**src/hw/rtl/emrs_pkg.sv**
```systemverilog
// ---------------------------------------------------------------------------
// Energy meter reading scaler package
// Widths, constants and shared types of the reading scaler.
// ---------------------------------------------------------------------------
`timescale 1ns / 1ps

package emrs_pkg;

   localparam int DIV_NW = 41;
   localparam int DIV_DW = 34;
   localparam int LAT    = DIV_NW + 1;

   localparam int SEQ_NW = 32;
   localparam int SEQ_DW = 26;

   localparam logic [15:0] COEF_V_RST = 16'd42563;
   localparam logic [15:0] COEF_I_RST = 16'd52241;
   localparam logic [15:0] COEF_P_RST = 16'd44513;
   localparam logic [15:0] COEF_E_RST = 16'd0;

   localparam logic [31:0] VOLT_NUM   = 32'd419430400;
   localparam logic [31:0] CURR_NUM   = 32'd838860800;
   localparam logic [31:0] POWER_NUM  = 32'd2147483648;
   localparam logic [31:0] ENERGY_NUM = 32'd536870912;
   localparam logic [40:0] FREQ_NUM   = 41'd357954500;
   localparam logic [23:0] MIN_CURRENT = 24'd1600;

   localparam logic [1:0] REG_VOLTAGE = 2'd0;
   localparam logic [1:0] REG_CURRENT = 2'd1;
   localparam logic [1:0] REG_POWER   = 2'd2;
   localparam logic [1:0] REG_ENERGY  = 2'd3;

   typedef struct packed {
      logic [15:0] voltage;
      logic [15:0] current;
      logic [15:0] power;
      logic [15:0] energy;
   } coefs_type;

   typedef struct packed {
      logic [28:0] dv;
      logic [33:0] di;
      logic [31:0] dp;
      logic [19:0] de;
   } divisors_type;

   typedef struct packed {
      logic [22:0] eca;
      logic [22:0] ecb;
      logic        per_zero;
   } side_type;

endpackage

```
**src/hw/rtl/emrs_divisors.sv**
```systemverilog
// ---------------------------------------------------------------------------
// Divisor sequencer
// Derives the four scaling divisors from the coefficients with one serial
// divider, one quotient bit per cycle, and holds them.
// ---------------------------------------------------------------------------
`timescale 1ns / 1ps

module emrs_divisors (
   input  logic                   clock,
   input  logic                   reset,
   input  logic                   start,
   input  emrs_pkg::coefs_type    coefs,
   output logic                   busy,
   output emrs_pkg::divisors_type divs
);

   localparam int NW = emrs_pkg::SEQ_NW;
   localparam int DW = emrs_pkg::SEQ_DW;

   logic          busy_ff;
   logic [1:0]    sel_ff;
   logic [4:0]    cnt_ff;
   logic [DW-1:0] r_ff;
   logic [NW-1:0] nq_ff;
   emrs_pkg::divisors_type divs_ff;

   logic [DW-1:0] den;
   logic [DW:0]   t;
   logic          ge;
   logic [NW-1:0] nq_in;
   logic [NW-1:0] q;
   logic [1:0]    sel_in;
   logic [NW-1:0] numer_in;

   function automatic logic [31:0] numer(input logic [1:0] sel);
      case (sel)
         emrs_pkg::REG_VOLTAGE: numer = emrs_pkg::VOLT_NUM;
         emrs_pkg::REG_CURRENT: numer = emrs_pkg::CURR_NUM;
         emrs_pkg::REG_POWER:   numer = emrs_pkg::POWER_NUM;
         default:               numer = emrs_pkg::ENERGY_NUM;
      endcase
   endfunction

   always_comb begin
      case (sel_ff)
         emrs_pkg::REG_VOLTAGE: den = DW'(coefs.voltage);
         emrs_pkg::REG_CURRENT: den = DW'(coefs.current);
         emrs_pkg::REG_POWER:   den = DW'(coefs.power);
         default:               den = DW'(coefs.energy) * DW'(1000);
      endcase
      t        = {r_ff, nq_ff[NW-1]};
      ge       = t >= {1'b0, den};
      nq_in    = {nq_ff[NW-2:0], ge};
      q        = (den == '0) ? '0 : nq_in;
      sel_in   = sel_ff + 2'd1;
      numer_in = numer(sel_in);
   end

   always_ff @(posedge clock) begin
      if (reset || start) begin
         busy_ff <= 1'b1;
         sel_ff  <= emrs_pkg::REG_VOLTAGE;
         cnt_ff  <= '0;
         r_ff    <= '0;
         nq_ff   <= emrs_pkg::VOLT_NUM;
      end else if (busy_ff) begin
         if (cnt_ff == 5'd31) begin
            case (sel_ff)
               emrs_pkg::REG_VOLTAGE: divs_ff.dv <= q[28:0];
               emrs_pkg::REG_CURRENT: divs_ff.di <= 34'(q[29:0]) * 34'd10;
               emrs_pkg::REG_POWER:   divs_ff.dp <= q;
               default:               divs_ff.de <= q[19:0];
            endcase
            if (sel_ff == emrs_pkg::REG_ENERGY) begin
               busy_ff <= 1'b0;
            end
            sel_ff <= sel_in;
            cnt_ff <= '0;
            r_ff   <= '0;
            nq_ff  <= numer_in;
         end else begin
            cnt_ff <= cnt_ff + 5'd1;
            r_ff   <= ge ? DW'(t - {1'b0, den}) : t[DW-1:0];
            nq_ff  <= nq_in;
         end
      end
   end

   assign busy = busy_ff;
   assign divs = divs_ff;

endmodule

```
**config.mk**
```make
export PLATFORM = sky130hd
export DESIGN_NAME = emrs_divisors
export DESIGN_NICKNAME = d
export VERILOG_FILES = /design/src/hw/rtl/emrs_pkg.sv /design/src/hw/rtl/emrs_divisors.sv
export SDC_FILE = /design/constraint.sdc
export NUM_CORES = 1
export LEC_CHECK = 0
export ABC_AREA = 1
export ABC_CLOCK_PERIOD_IN_PS = 18800
export BUFFER_PORTS_ARGS = -buffer_cell sky130_fd_sc_hd__buf_2
export CORE_MARGIN = 5
export CORE_UTILIZATION = 55
export DETAILED_ROUTE_END_ITERATION = 8
export HOLD_SLACK_MARGIN = 0.12
export PLACE_DENSITY = 0.77
export SYNTH_ARGS = -nofsm -noshare
export SYNTH_HDL_FRONTEND = slang
export SYNTH_SLANG_ARGS = --single-unit
```
**constraint.sdc**
```tcl
create_clock -name clock -period 18.8 [get_ports clock]
set_input_delay 4.7 -clock clock [delete_from_list [all_inputs] [get_ports clock]]
set_output_delay 4.7 -clock clock [all_outputs]
set_load 0.05 [all_outputs]
```
==> metrics.csv, run 1 <==
metric,value,unit
status,"complete, no violations",
Via Count,11700,
Lkg Pwr,7.50,nW
dpl cell area,14800,um^2
largest net degree at the start of global routing,63,
worst skew pair latency,0.44,ns
Cells after Synth,1702,
max-cap violation count,0,
Initial Util,0.560,
router iterations before antenna repair,6,
leading post-synthesis cells by cell area,"edfxtp_1 (25%), ha_1 (13%), nand2_1 (12%)",
Syn Nets,1969,
pwr dens,106,nW/um^2
CTS tree,built,
root buffer selected by CTS,clkbuf_16,
Critical Path RT,18.99,ns
DP Wirelength,28.2,mm
die area,28100,um^2
post-synth cell types,48,
Final Max Tran Viols,0,
vias in the first global route,11600,
crit start category,input port,
die extent in y,168,um
Multi-input gate area,7650,um^2
Final #Nets,2135,
die width,168,um
FP Rows,57,
"count leader, synth",nand2_1,
CP max-delay cell,inv_2,
fill cell count,2193,
GRT overflow,0,
Worst-Margin Slew,1.22,ns
# hold bufs at CTS,0,
Fin Setup TNS,0,ns
"Seq/Total Area, Yosys",0.347,
Final ANT Viol Nets,0,
multiplexer area fraction after synthesis,0.000733,
post-cts sizing count,0,
Ys Warns,0,
Placer Congestion,0.947,
post-synthesis simple-gate area fraction,0.221,
CORE AREA,24400,um^2
total track usage,0.252,
Synth top area share,0.251,
Worst VDD drop,0.0675,mV
Routed WL per cell,16.0,um
endpoint class of the critical path,flop,
Setup Skew,0.0251,ns
# setup viols final,0,
r2r setup slk,11.74,ns
number of vias per cell,5.32,
Hold Crit Class,flop to flop,
Clock Pin Slew Worst Setup and Hold Paths,0.08,ns
Final Hold Vio Count,0,
total CTS buffers,17,
Synth Area in Adders,0.214,
Clock Tree Buf Depth,2,
Clock Sink Count,180,
DRT iter0 DRCs,803,
RSZ-0062 raised after global routing,false,
Post-synth ARST share,0,
Commonest cells post-synth,"nand2_1 (429), inv_1 (269), ha_1 (144), a21oi_1 (140), nor2_1 (125)",
critical path type,input port to flop,
Ports,183,
cell taking the most area after synthesis,edfxtp_1,
Final Non-Filler Cells,2206,
PortBufs,181,
Post-synth EDFFs,114,
max incr delay on CP,0.63,ns
"Cell Area, Synth",13700,um^2
XOR/XNOR share of the synthesized area,0.0289,
worst-path maximum fanout,28,
dominant register cell in the synthesized netlist,edfxtp_1,
worst path arrival time,13.20,ns
syn avg cell area,8.02,um^2
WL final,35.4,mm
layout cells sized above 1,0.137,
main combinational cell family by area after synthesis,simple AND/OR/NAND/NOR gates,
first-pass GRT wire length,57.9,mm
H-tree depth,4,
Tmin final,13.02,ns
Synth Register Bits,180,
cell mode on critical path,nand2_1,
# Post-CTS Setup Buffers,0,
Rel. slew slack,0.186,
fin area,15400,um^2
Residual DRC,0,
final worst-path cycle share,0.692,
initial antenna violation count,1,
achievable frequency,0.0768,GHz
P&R area growth vs syn,12.8,%
fin util,0.632,
Post-Place Cells,2173,
Sequential Area,4740,um^2
Synth Area in Compound Gates,0.0932,
-- path summary, 6_finish.rpt --
check,from,cells after the start,end
setup reg to reg,sel_ff[0],33,divs[76]
setup / recovery,coefs[4],44,divs[76]
hold reg to reg,nq_ff[25],2,nq_ff[26]
hold / removal,nq_ff[25],2,nq_ff[26]
-- cell type report --
| class | count | share of cell area |
|---|---|---|
| antenna | 1 | 0.000162 |
| clock buffer | 17 | 0.0276 |
| clock inverter | 15 | 0.0120 |
| inverter | 279 | 0.0685 |
| multi-input combinational | 1205 | 0.497 |
| sequential | 180 | 0.308 |
| tap | 324 | 0.0263 |
| timing repair buffer | 185 | 0.0607 |
-- worst max-delay path, delay by kind of cell --
kind	cells	cell delay [ns]
compound gates	6	1.13
buf+inv	6	1.10
fa+ha+maj	9	3.65
simple gates	23	2.58
-- kinds of logic after synthesis --
kind of cell / Yosys count
other cells: 1
flops: 180
compound gates: 231
mux: 1
simple gates: 727
xor+xnor: 45
fa+ha+maj: 200
buf+inv: 317
-- power by group --
part,switching [mW],internal [mW],total (mW),leakage (nW)
Clock,0.175,0.192,0.367,0.292
Combinational,0.536,0.287,0.823,5.61
Sequential,0.0137,0.435,0.449,1.59
Total,0.724,0.914,1.64,7.50
-- sequential cells by signal, summed over array words and instances (netlist names) --
register / flops
divs: 114
nq_ff: 32
r_ff: 26
cnt_ff: 5
sel_ff: 2
busy: 1
-- routing by layer --
metal / GRT usage / share of wire / up-vias
met3: 0.0382 / 0.056 / 48
met2: 0.446 / 0.49 / 335
met5: 0 / 0 / -
met1: 0.324 / 0.43 / 5489
met4: 0.0660 / 0.020 / 0
li1: - / - / 5866
-- metrics by stage --
| stage | worst slack (ns) | hold WS, ns | total power, mW |
|---|---|---|---|
| 2_1_floorplan | 7.32 | 0.441 | 1.09 |
| 3_3_place_gp | 5.47 | 0.451 | 1.27 |
| 3_5_place_dp | 5.36 | 0.459 | 1.27 |
| 4_1_cts | 5.81 | 0.461 | 1.64 |
| 5_1_grt | 5.19 | 0.488 | 1.78 |
| 6_report | 5.78 | 0.454 | 1.64 |
-- layout by cell type, fill, tap and decap left out, drive strengths merged, types with 8 or more instances in the layout --
cell and count:
a21oi 143, nor3 17, o21ai 52, xnor2 19, inv 286, fa 56
nand3 109, edfxtp 114, buf 185, clkbuf 17, o21bai 8, dfxtp 66
nand4 22, nor2 136, xor2 26, nand2 433, a31oi 8, ha 144
Note: power is estimated with default switching activity, not from simulation.
==> inputs of run 2 (changes only) <==
--- a/config.mk
+++ b/config.mk
@@ -6,13 +6,13 @@
 export NUM_CORES = 1
 export LEC_CHECK = 0
 export ABC_AREA = 1
-export ABC_CLOCK_PERIOD_IN_PS = 18800
+export ABC_CLOCK_PERIOD_IN_PS = 11900
 export BUFFER_PORTS_ARGS = -buffer_cell sky130_fd_sc_hd__buf_2
 export CORE_MARGIN = 5
-export CORE_UTILIZATION = 55
+export CORE_UTILIZATION = 54
 export DETAILED_ROUTE_END_ITERATION = 8
 export HOLD_SLACK_MARGIN = 0.12
-export PLACE_DENSITY = 0.77
+export PLACE_DENSITY = 0.78
 export SYNTH_ARGS = -nofsm -noshare
 export SYNTH_HDL_FRONTEND = slang
 export SYNTH_SLANG_ARGS = --single-unit
==> constraint.sdc (replaced) <==
create_clock -name clock -period 11.9 [get_ports clock]
set_input_delay 2.975 -clock clock [delete_from_list [all_inputs] [get_ports clock]]
set_output_delay 2.975 -clock clock [all_outputs]
set_load 0.05 [all_outputs]
==> run 2 against run 1 <==
Effect of this change: critical path depth shrank 2; sequential share of layout area unchanged; sequential cell count is the same; first-iteration DRC count increased by 16%; critical path type unchanged.
==> metrics.csv, run 2 (synthesized netlist as in run 1, its figures left out) <==
metric,value,unit,change
worst-path maximum fanout,6,,-79%
Routed WL per cell,16.2,um,+1.2%
Final #Nets,2139,,+0.19%
cell mode on critical path,nand2_1,,
Lkg Pwr,7.51,nW,+0.17%
P&R area growth vs syn,12.8,%,unchanged
Final ANT Viol Nets,0,,unchanged
Hold Crit Class,flop to flop,,
pre-CTS setup slack,1.28,ns,-4.08 ns
pwr dens,167,nW/um^2,+57%
largest net degree at the start of global routing,63,,unchanged
router iterations before antenna repair,5,,-1
die extent in y,169,um,+0.87%
DP Wirelength,28.3,mm,+0.14%
Worst-Margin Slew,1.13,ns,-0.0885 ns
Clock Tree Buf Depth,2,,unchanged
total CTS buffers,17,,unchanged
RSZ-0062 raised after global routing,false,,
number of vias per cell,5.36,,+0.73%
WL final,36.0,mm,+1.6%
Setup Skew,0.0235,ns,-0.00160 ns
Initial Util,0.545,,-0.0144
Final Hold Vio Count,0,,unchanged
# Post-CTS Setup Buffers,0,,unchanged
Diodes inserted,0,,-1
final worst-path cycle share,0.868,,
fin area,15400,um^2,unchanged
achievable frequency,0.0968,GHz,
worst setup path start,coefs[8],,
Clock Sink Count,180,,unchanged
Critical Path RT,12.11,ns,-6.88 ns
crit start category,input port,,
Placer Congestion,0.955,,+0.79%
initial antenna violation count,0,,-1
critical path type,input port to flop,,
total track usage,0.253,,+0.000728
Hold Startpoint,nq_ff[25],,
root buffer selected by CTS,clkbuf_16,,
layout cells sized above 1,0.138,,+0.00130
Rel. slew slack,0.246,,+0.0599
vias in the first global route,11700,,+0.99%
Via Count,11900,,+1.1%
CTS tree,built,,
DRT iter0 DRCs,934,,+16%
GRT overflow,0,,unchanged
Tmin final,10.33,ns,
status,"complete, no violations",,
CP max-delay cell,fa_1,,
Final Max Tran Viols,0,,unchanged
max incr delay on CP,0.56,ns,-0.07 ns
Ports,183,,unchanged
# setup viols final,0,,unchanged
H-tree depth,4,,unchanged
Residual DRC,0,,unchanged
PortBufs,181,,unchanged
FP Rows,58,,+1.8%
first-pass GRT wire length,58.7,mm,+1.3%
CORE AREA,25000,um^2,+2.6%
die area,28600,um^2,+1.7%
post-cts sizing count,0,,unchanged
dpl cell area,14800,um^2,+0.24%
post-route setup slack,1.57,ns,-4.21 ns
most frequent cells in the layout,"nand2_1 (429), inv_1 (269), buf_2 (181)",,
max-cap violation count,0,,unchanged
Fin Setup TNS,0,ns,unchanged
Clock Pin Slew Worst Setup and Hold Paths,0.08,ns,about the same
die width,169,um,+0.87%
# hold bufs at CTS,0,,unchanged
worst skew pair latency,0.44,ns,about the same
"commonest non-fill, non-tap cell in the layout",nand2_1,,
RR Startpoint,sel_ff[0],,
worst path arrival time,10.53,ns,-2.67 ns
max reg flops,114,,unchanged
Worst VDD drop,0.146,mV,+120%
endpoint class of the critical path,flop,,
==> run 2: critical path, delay by kind of cell <==
family          cells  cell delay [ns]
compound gates      6             1.33
fa+ha+maj           9             3.66
buf+inv             8             0.66
simple gates       19             1.89
==> run 2: cell type report <==
class | count | area, um^2
multi-input cells | 1205 | 7650
repair buffers | 189 | 966
clock inverters | 15 | 153
inverters | 279 | 1050
well taps | 330 | 413
flip-flops and latches | 180 | 4740
clock buffers | 17 | 425
fillers | 2225 | 9630
==> run 2: final timing paths <==
check,slack [ns],cells past startpoint,endpoint
worst min-delay path,0.46,2,nq_ff[26]
worst max register to register,5.93,33,divs[84]
worst min register to register,0.46,2,nq_ff[26]
worst max-delay path,1.57,42,divs[84]
==> run 2: through the flow <==
stage | utilization | instances | total power, mW | hold slack (ns)
6_report | 0.615 | 2215 | 2.57 | 0.462
5_1_grt | 0.615 | 2215 | 2.81 | 0.481
4_1_cts | 0.615 | 2215 | 2.57 | 0.465
3_5_place_dp | 0.592 | 2183 | 2.01 | 0.453
3_3_place_gp | 0.592 | 2183 | 1.99 | 0.447
2_1_floorplan | - | 1702 | 1.72 | 0.441
==> run 2: per-layer routing <==
layer	part of all wire	track usage	vias up
li1	-	-	5857
met4	0.019	0.0606	0
met2	0.49	0.444	378
met5	0	0	-
met3	0.058	0.0327	41
met1	0.43	0.334	5596
==> run 2: power breakdown <==
part	switching (mW)	leakage (nW)	internal, mW
Clock	0.280	0.285	0.282
Combinational	0.846	5.63	0.460
Sequential	0.0189	1.59	0.687
==> inputs of run 3 (changes only) <==
--- a/config.mk
+++ b/config.mk
@@ -6,13 +6,12 @@
 export NUM_CORES = 1
 export LEC_CHECK = 0
 export ABC_AREA = 1
-export ABC_CLOCK_PERIOD_IN_PS = 11900
 export BUFFER_PORTS_ARGS = -buffer_cell sky130_fd_sc_hd__buf_2
 export CORE_MARGIN = 5
-export CORE_UTILIZATION = 54
+export CORE_UTILIZATION = 55
 export DETAILED_ROUTE_END_ITERATION = 8
 export HOLD_SLACK_MARGIN = 0.12
-export PLACE_DENSITY = 0.78
+export PLACE_DENSITY = 0.77
 export SYNTH_ARGS = -nofsm -noshare
 export SYNTH_HDL_FRONTEND = slang
 export SYNTH_SLANG_ARGS = --single-unit
==> constraint.sdc (replaced) <==
create_clock -name clock -period 11.5 [get_ports clock]
set_input_delay 2.875 -clock clock [delete_from_list [all_inputs] [get_ports clock]]
set_output_delay 2.875 -clock clock [all_outputs]
set_load 0.05 [all_outputs]
==> run 3 against run 2 <==
Effect of this change: non-clock buffer count decreased by 1; critical path depth increased by 2; global-route usage increased by 0.37 points; routed wire length increased by 0.27%; worst hold slack got worse by 0.0015 ns; register-to-register slack got worse by 0.44 ns; count of clock-buffer cells in the layout unchanged; core utilization increased by 1.7 points; cell count decreased by 0.32%; critical path type unchanged; critical endpoint unchanged.
==> metrics.csv, run 3 (synthesized netlist as in run 1, its figures left out) <==
metric,value,unit,change
P&R area growth vs syn,12.9,%,about the same
pwr dens,176,nW/um^2,+5.5%
Tmin final,10.19,ns,
max-cap violation count,0,,unchanged
Clock Pin Slew Worst Setup and Hold Paths,0.07,ns,about the same
Critical Path RT,11.70,ns,-0.41 ns
Residual DRC,0,,unchanged
post-cts sizing count,0,,unchanged
GRT overflow,0,,unchanged
# Post-CTS Setup Buffers,0,,unchanged
number of vias per cell,5.36,,about the same
H-tree depth,4,,unchanged
RSZ-0062 raised after global routing,false,,
largest net degree at the start of global routing,63,,unchanged
Clock Sink Count,180,,unchanged
worst path arrival time,10.39,ns,-0.14 ns
Clock Tree Buf Depth,2,,unchanged
Placer Congestion,0.931,,-2.5%
die area,28100,um^2,-1.7%
# setup viols final,0,,unchanged
achievable frequency,0.0981,GHz,
pre-CTS setup slack,0.918,ns,-0.363 ns
most frequent cells in the layout,"nand2_1 (429), inv_1 (269), buf_2 (181)",,
Ports,183,,unchanged
router iterations before antenna repair,7,,+2
Fin Setup TNS,0,ns,unchanged
layout cells sized above 1,0.138,,about the same
Final #Nets,2138,,-0.047%
root buffer selected by CTS,clkbuf_16,,
FP Rows,57,,-1.7%
Routed WL per cell,16.3,um,+0.59%
CORE AREA,24400,um^2,-2.6%
Hold Crit Class,flop to flop,,
CP max-delay cell,fa_1,,
PortBufs,181,,unchanged
WL final,36.1,mm,+0.27%
Via Count,11800,,-0.26%
final worst-path cycle share,0.887,,
crit start category,input port,,
endpoint class of the critical path,flop,,
cell mode on critical path,nand2_1,,
vias in the first global route,11700,,-0.13%
first-pass GRT wire length,58.8,mm,+0.19%
Worst VDD drop,0.110,mV,-24%
die extent in y,168,um,-0.86%
"commonest non-fill, non-tap cell in the layout",nand2_1,,
total CTS buffers,17,,unchanged
Setup Skew,0.0250,ns,+0.00150 ns
Final Hold Vio Count,0,,unchanged
total track usage,0.257,,+0.00365
Diodes inserted,0,,unchanged
Rel. slew slack,0.169,,-0.0765
Lkg Pwr,7.52,nW,+0.11%
Final Hold Slack,0.461,ns,-0.00146 ns
Initial Util,0.560,,+0.0144
post-route setup slack,1.31,ns,-0.269 ns
die width,168,um,-0.86%
max reg flops,114,,unchanged
DP Wirelength,28.4,mm,+0.36%
worst skew pair latency,0.45,ns,about the same
critical path type,input port to flop,,
max incr delay on CP,0.56,ns,about the same
Final ANT Viol Nets,0,,unchanged
# hold bufs at CTS,0,,unchanged
CTS tree,built,,
DRT iter0 DRCs,811,,-13%
Worst-Margin Slew,1.24,ns,+0.113 ns
status,"complete, no violations",,
worst-path maximum fanout,6,,unchanged
Final Max Tran Viols,0,,unchanged
initial antenna violation count,0,,unchanged
-- run 3: changes by cell type in the layout (fill, tap and decap cells not counted), sizes merged --
cell / previous run / this run
inv: 287 / 289
clkinv: 6 / 4
clkinvlp: 1 / 0
bufinv: 0 / 1
buf: 189 / 188
-- run 3: worst paths after layout --
| check | from | slack [ns] | end | cells past startpoint |
|---|---|---|---|---|
| setup reg to reg | sel_ff[0] | 5.49 | divs[84] | 33 |
| setup / recovery | coefs[6] | 1.31 | divs[84] | 44 |
| hold / removal | nq_ff[25] | 0.46 | nq_ff[26] | 2 |
| hold reg to reg | nq_ff[25] | 0.46 | nq_ff[26] | 2 |
-- run 3: critical path, delay by kind of cell --
family / cells / cell delay [ns]
adders and majority gates: 9 / 3.63
and+or+nand+nor: 20 / 1.95
AOI/OAI and AO/OA: 6 / 1.17
buffers and inverters: 9 / 0.77
-- run 3: cell type report --
cell class,count,area [um^2]
Fill cell,2174,8970
Timing Repair Buffer,188,958
Clock buffer,17,425
Multi-Input combinational cell,1205,7650
Tap cell,324,405
Sequential cell,180,4740
Clock inverter,15,176
Inverter,279,1050
-- run 3: through the flow --
step                       util  power, mW  cell area [um^2]  instances
after floorplan               -       1.78             13700       1702
after global placement    0.608       2.10             14800       2176
after detailed placement  0.608       2.11             14800       2176
after CTS                 0.632       2.71             15400       2208
after global routing      0.632       2.95             15400       2208
final                     0.632       2.72             15400       2208
-- run 3: routing by layer --
| layer | vias up | share of wire | global-route usage |
|---|---|---|---|
| li1 | 5869 | - | - |
| met1 | 5549 | 0.42 | 0.318 |
| met2 | 353 | 0.49 | 0.453 |
| met3 | 70 | 0.056 | 0.0486 |
| met4 | 0 | 0.030 | 0.0826 |
| met5 | - | 0 | 0 |
-- run 3: power by group --
group | internal [mW] | leakage, nW | switching (mW)
clock | 0.314 | 0.298 | 0.294
sequential | 0.711 | 1.59 | 0.0219
combinational | 0.480 | 5.63 | 0.895
